<file path="src/hdl/sipdf_pkg.sv">
`timescale 1ns / 1ps
`default_nettype none
// ----------------------------------------------------------------------------
// SIP duplicate filter package
// Shared constants, register indexes, table entry layout and the command and
// status groups that join the controller and the datapath.
// ----------------------------------------------------------------------------
package sipdf_pkg;

   localparam int TableEntriesDef = 64;

   localparam int KeyWidth   = 224;
   localparam int StampWidth = 48;

   localparam logic [15:0] DupWindowReset   = 16'd100;
   localparam logic [19:0] CleanupReset     = 20'd10000;
   localparam logic [19:0] MaxAgeReset      = 20'd5000;

   // Configuration register indexes.
   localparam logic [1:0] CSR_DUP_WINDOW = 2'd0;
   localparam logic [1:0] CSR_CLEANUP    = 2'd1;
   localparam logic [1:0] CSR_MAX_AGE    = 2'd2;

   // One table entry.
   typedef struct packed {
      logic                  valid;
      logic [StampWidth-1:0] stamp;
      logic [KeyWidth-1:0]   key;
   } entry_type;

   // Commands from the controller to the datapath.
   typedef struct packed {
      logic capture;
      logic scan_rst;
      logic clear;
      logic search;
      logic update;
      logic sweep;
   } cmd_type;

   // Status from the datapath to the controller.
   typedef struct packed {
      logic scan_done;
      logic sweep_go;
   } status_type;

endpackage
`default_nettype wire

</file>
<file path="src/hdl/sipdf_ctrl.sv">
`timescale 1ns / 1ps
`default_nettype none
// ----------------------------------------------------------------------------
// SIP duplicate filter controller
// Sequences the clearing pass, the table search, the update, the optional
// age-out sweep and the response handshake.
// ----------------------------------------------------------------------------
module sipdf_ctrl (
   input  wire logic                 clock,
   input  wire logic                 reset,
   input  wire logic                 req_tvalid,
   output logic                      req_tready,
   output logic                      rsp_tvalid,
   input  wire logic                 rsp_tready,
   output sipdf_pkg::cmd_type        cmd,
   input  wire sipdf_pkg::status_type status
);
   import sipdf_pkg::*;

   typedef enum logic [5:0] {
      ST_CLEAR  = 6'b000001,
      ST_IDLE   = 6'b000010,
      ST_SEARCH = 6'b000100,
      ST_UPDATE = 6'b001000,
      ST_SWEEP  = 6'b010000,
      ST_RESP   = 6'b100000
   } state_type;

   state_type state_ff, state_in;

   assign req_tready = (state_ff == ST_IDLE);
   assign rsp_tvalid = (state_ff == ST_RESP);

   // Next state and commands.
   always_comb begin
      state_in = state_ff;
      cmd      = '0;
      unique case (state_ff)
         ST_CLEAR: begin
            cmd.clear = 1'b1;
            if (status.scan_done) begin
               state_in = ST_IDLE;
            end
         end
         ST_IDLE: begin
            if (req_tvalid) begin
               cmd.capture  = 1'b1;
               cmd.scan_rst = 1'b1;
               state_in     = ST_SEARCH;
            end
         end
         ST_SEARCH: begin
            cmd.search = 1'b1;
            if (status.scan_done) begin
               state_in = ST_UPDATE;
            end
         end
         ST_UPDATE: begin
            cmd.update = 1'b1;
            if (status.sweep_go) begin
               cmd.scan_rst = 1'b1;
               state_in     = ST_SWEEP;
            end else begin
               state_in = ST_RESP;
            end
         end
         ST_SWEEP: begin
            cmd.sweep = 1'b1;
            if (status.scan_done) begin
               state_in = ST_RESP;
            end
         end
         ST_RESP: begin
            if (rsp_tready) begin
               state_in = ST_IDLE;
            end
         end
         default: state_in = ST_CLEAR;
      endcase
   end

   // State register.
   always_ff @(posedge clock) begin
      if (reset) begin
         state_ff <= ST_CLEAR;
      end else begin
         state_ff <= state_in;
      end
   end

endmodule
`default_nettype wire

</file>
<file path="config.mk">
export PLATFORM = sky130hd
export DESIGN_NAME = sipdf_ctrl
export DESIGN_NICKNAME = d
export VERILOG_FILES = /design/src/hdl/sipdf_pkg.sv /design/src/hdl/sipdf_ctrl.sv
export SDC_FILE = /design/constraint.sdc
export NUM_CORES = 1
export LEC_CHECK = 0
export BUFFER_PORTS_ARGS = -buffer_cell sky130_fd_sc_hd__buf_2
export CAP_MARGIN = 20
export CELL_PAD_IN_SITES_DETAIL_PLACEMENT = 0
export CELL_PAD_IN_SITES_GLOBAL_PLACEMENT = 1
export CORE_MARGIN = 5
export CORE_UTILIZATION = 26
export DETAILED_ROUTE_END_ITERATION = 8
export PLACE_DENSITY_LB_ADDON = 0.1
export REMOVE_ABC_BUFFERS = 1
export SYNTH_ARGS = -nofsm -noshare
export SYNTH_HDL_FRONTEND = slang
export SYNTH_SLANG_ARGS = --single-unit
</file>
<file path="constraint.sdc">
create_clock -name clock -period 1.72 [get_ports clock]
set_clock_uncertainty 0.1 [all_clocks]
set_input_delay 0.258 -clock clock [delete_from_list [all_inputs] [get_ports clock]]
set_output_delay 0.258 -clock clock [all_outputs]
set_load 0.02 [all_outputs]
</file>
### Word level (Yosys, flattened, before mapping)

Cells that the tools add are included.

| cells by class | value |
|---|---|
| equal/unequal tests | 11 |
| reductions and logical operators | 1 |
| muxes and demuxes | 15 |

Operators by type and width:

| cell | number |
|---|---|
| $mux W6 | 6 |
| $pmux W6 S6 | 1 |
| $ne A2 B2 Y1 const B | 4 |
| $eq A6 B1 Y1 const B | 1 |
| $eq A6 B2 Y1 const B | 1 |
| $eq A6 B3 Y1 const B | 1 |
| $eq A6 B4 Y1 const B | 1 |
| $eq A6 B5 Y1 const B | 1 |
| $eq A6 B6 Y1 const B | 1 |
| $mux W1 | 6 |
| $reduce_and A5 Y1 | 1 |
| $mux W2 | 1 |
| $ne A2 B1 Y1 const B | 1 |
| $pmux W1 S2 | 1 |

| storage, ports and cells | value |
|---|---|
| output and inout bits | 8 |
| register bits | 6 |
| logic and storage cells | 28 |
| input bits | 6 |

### Longest topological paths before layout

| depth | value |
|---|---|
| depth after elaboration | 3 |
| gate-level depth with buffers | 5 |

### Least setup slack after synthesis

No wires, ideal clock.

| path | value |
|---|---|
| path kind | register to output |
| from | register state_ff[5] |
| to | output port cmd[4] (netlist bit) |
| required time | 1.362 ns |
| path buffers | 1 |
| setup slack | -0.371 ns |
| cell stages (with the launch flop) | 6 |
| data arrival time | 1.733 ns |
| path through | dfxtp_1 > buf_6 > or4_2 > nor2_1 > nand2_1 > nand2_1 |

RTL lines:

| what | RTL line | source |
|---|---|---|
| start: declaration | sipdf_ctrl.sv:29 | `state_type state_ff, state_in;` |
| start signal: assignment | sipdf_ctrl.sv:87 | `state_ff <= state_in;` |
| end: declaration | sipdf_ctrl.sv:15 | `output sipdf_pkg::cmd_type cmd,` |

==> results_dict.tcl <==
set metrics [dict create \
    arrival_ns 1.63 \
    synth.distinct_cells 28 \
    drc_errors 0 \
    cp_common_cell "nand2_2" \
    die_area_um2 2650 \
    largest_reg_flops 6 \
    cp_max_fo 3 \
    synth-simple-area-share 0.364 \
    synthCells 57 \
    async_flop_share 0 \
    grt_pass1_wl_mm 2.32 \
    avgSynthCellArea_um2 7.84 \
    clock_power_share 0.269 \
    synth-adder-area-share 0 \
    ir_drop_uv 469 \
    cts.htree.levels 1 \
    max_slew_margin 0.839 \
    failed_checks "negative setup slack" \
    p_int_mw 0.343 \
    final_cells 106 \
    crit_type "flip-flop to output port" \
    dp_hpwl_mm 1.03 \
    ys_warn_count 0 \
    holdWs_ns 0.142 \
    synth_top_family_by_area "simple AND/OR/NAND/NOR gates" \
    cts_tree "yes" \
    synth_edf_count 0 \
    start_util 0.267 \
    synth-xor-area-share 0.0392 \
    worstRegToRegCells 6 \
    clock-sinks 6 \
    nFillCells 188 \
    p_seq_frac 0.314 \
    hp-class "input pin to flip-flop" \
    synth_compound_area_frac 0.224 \
    grt_pass1_vias 519 \
    power.density_nw_per_um2 616 \
    worstSetupEndpointType "output port" \
    setup_ws_ns -0.264 \
    numPortBuffers 13 \
    reg_top3 "state_ff x6" \
    gp_congestion 0.714 \
    worstSkewPairLatency_ns 0.25 \
    largest-register "state_ff" \
    syn2layout_area_growth_pct 79.8 \
    path_cells "or4_4 > nor3b_4 > nand2_2 > nand2_2 > buf_6" \
    hold_viol_final 0 \
    setup_viol 10 \
    drv_cap 0 \
    die_w_um 51.5 \
    drt-pass1-iter-count 3 \
    postRouteAntennaNets 0 \
    nets 97 \
    min_period_over_period 1.15 \
    drt_iter0_markers 1 \
    vias 526 \
    power_frac_comb 0.417 \
    required_ns 1.36 \
    routedWlPerCell_um 13.5 \
    rsz0062_at_grt "yes" \
    rows 15 \
    pre_cts_slack_ns -0.126 \
    clock_tree.buffer_depth 2 \
    drive_above_1_share 0.685 \
    dp.cells 96 \
    avgViaCountPerCell 4.96 \
    grt_max_degree 9 \
    rr_endpoint "state_ff[1]$_SDFFE_PP0P_" \
    clock.fmax_mhz 504 \
    crit_slowest_cell "or4_4" \
    yosysSeqAreaShare 0.269 \
    syn_area_um2 447 \
    switching_power_mw 0.152 \
    period_needed_ns 1.98 \
    cp_slowest_stage_delay_ns 0.55 \
    p_leak_nw 0.364 \
    hold_end "state_ff[4]$_SDFFE_PP0P_" \
    gr-usage-all-layers 0.124 \
    cp-start-kind "flip-flop" \
    ctsHoldBuffers 0 \
    core_area_um2 1670 \
    ios 14 \
    setup_tns_ns -1.53 \
    grt_remaining_overflow 0 \
    drt_wl_total_mm 1.43 \
    whs_path_depth 2 \
    die_height_um 51.5 \
    cts_inserted_buffers 3 \
    final_max_slew_viol_count 0 \
    insertedDiodeCount 0 \
    worst_pin_slew_ns 0.241 \
    yosys_most_used_dff "dfxtp_1" \
    regToRegStartpoint "state_ff[4]$_SDFFE_PP0P_" \
    hp-start "reset" \
    outcome "finished with violations" \
    switching_share 0.307 \
    synth_mux_area_frac 0 \
    antenna_found_initial 0 \
    ys_seq_elements 6 \
    clk_pin_slew_ns 0.05 \
    regToRegSetupSlack_ns -0.06 \
    root_buffer "clkbuf_4" \
]
power by group through the flow:
stage,registers [mW],clock network [mW],logic (mW)
after floorplan,0.160,0,0.0722
after global placement,0.156,0,0.139
after detailed placement,0.156,0,0.138
after CTS,0.155,0.141,0.192
after global routing,0.156,0.146,0.220
final,0.155,0.133,0.206
cell type report:
type / count / area, µm² / share of cell area
tap: 17 / 21.3 / 0.0265
sequential: 6 / 126 / 0.157
inverter: 4 / 15.0 / 0.0187
multi-input combinational: 43 / 348 / 0.433
clock buffer: 3 / 22.5 / 0.0280
timing repair buffer: 33 / 270 / 0.336
per-layer routing:
metal  vias up  global-route usage  part of all wire  routed length [µm]
met5         -                   0                 0                   0
met4         0              0.0611             0.022                  31
met3         4              0.0583             0.048                  69
met2        15               0.186              0.48                 678
met1       239               0.145              0.45                 646
li1        268                   -                 -                   -
stage by stage:
step	instance area, µm²	total power, mW	util
after floorplan	415	0.232	-
after global placement	599	0.295	0.359
after CTS	776	0.489	0.464
final	803	0.495	0.481
after detailed placement	599	0.295	0.359
after global routing	803	0.522	0.481
cells in the final DEF (no fill, tap or decap), drive strengths merged:
cell type  count
buf           33
a21oi          7
dfxtp          6
nand2          5
nor2           5
or4            4
inv            4
o21ai          3
clkbuf         3
nor3b          3
nand3b         2
xor2           2
o211ai         2
nor3           1
nand2b         1
nor4           1
and2           1
and3b          1
or2b           1
a311oi         1
o31ai          1
o31a           1
a211o          1
worst max-delay path: cells and delay by family (launching register included):
family / cells / cell delay, ns
DFF: 1 / 0.31
buffers and inverters: 1 / 0.11
and+or+nand+nor: 4 / 0.95
worst max-delay path by stage:
stage | from | to | slack (ns) | depth (start not counted)
2_1_floorplan | state_ff[5]$_SDFFE_PP0P_ | cmd[4] | -0.33 | 4
3_3_place_gp | state_ff[0]$_SDFFE_PP1P_ | cmd[4] | -0.09 | 5
3_5_place_dp | state_ff[0]$_SDFFE_PP1P_ | cmd[4] | -0.13 | 5
4_1_cts | state_ff[4]$_SDFFE_PP0P_ | cmd[4] | -0.30 | 5
5_1_grt | state_ff[4]$_SDFFE_PP0P_ | cmd[4] | -0.35 | 5
6_report | state_ff[4]$_SDFFE_PP0P_ | cmd[4] | -0.26 | 5
synthesized netlist by cell type (all sizes together) (2+ instances only):
master | n | area (µm²)
clkbuf | 2 | 12.5
or4 | 4 | 35.0
nand2 | 5 | 18.8
o211ai | 2 | 15.0
a21oi | 7 | 35.0
xor2 | 2 | 17.5
dfxtp | 6 | 120
buf | 2 | 18.8
o21ai | 3 | 15.0
nor3b | 3 | 33.8
nand3b | 2 | 15.0
nor2 | 5 | 18.8
inv | 4 | 15.0
kinds of logic after synthesis:
logic type                after synthesis
buffers and inverters                   8
and+or+nand+nor                        25
AOI/OAI and AO/OA                      16
DFF                                     6
xor gates and xnor gates                2
timing repair:
action | CTS | global route
pin swaps | 14 | 2
resized for setup | 36 | 4
setup endpoints to repair | 10 | 11
buffers inserted | 6 | 1
(Power assumes the default switching activity.)
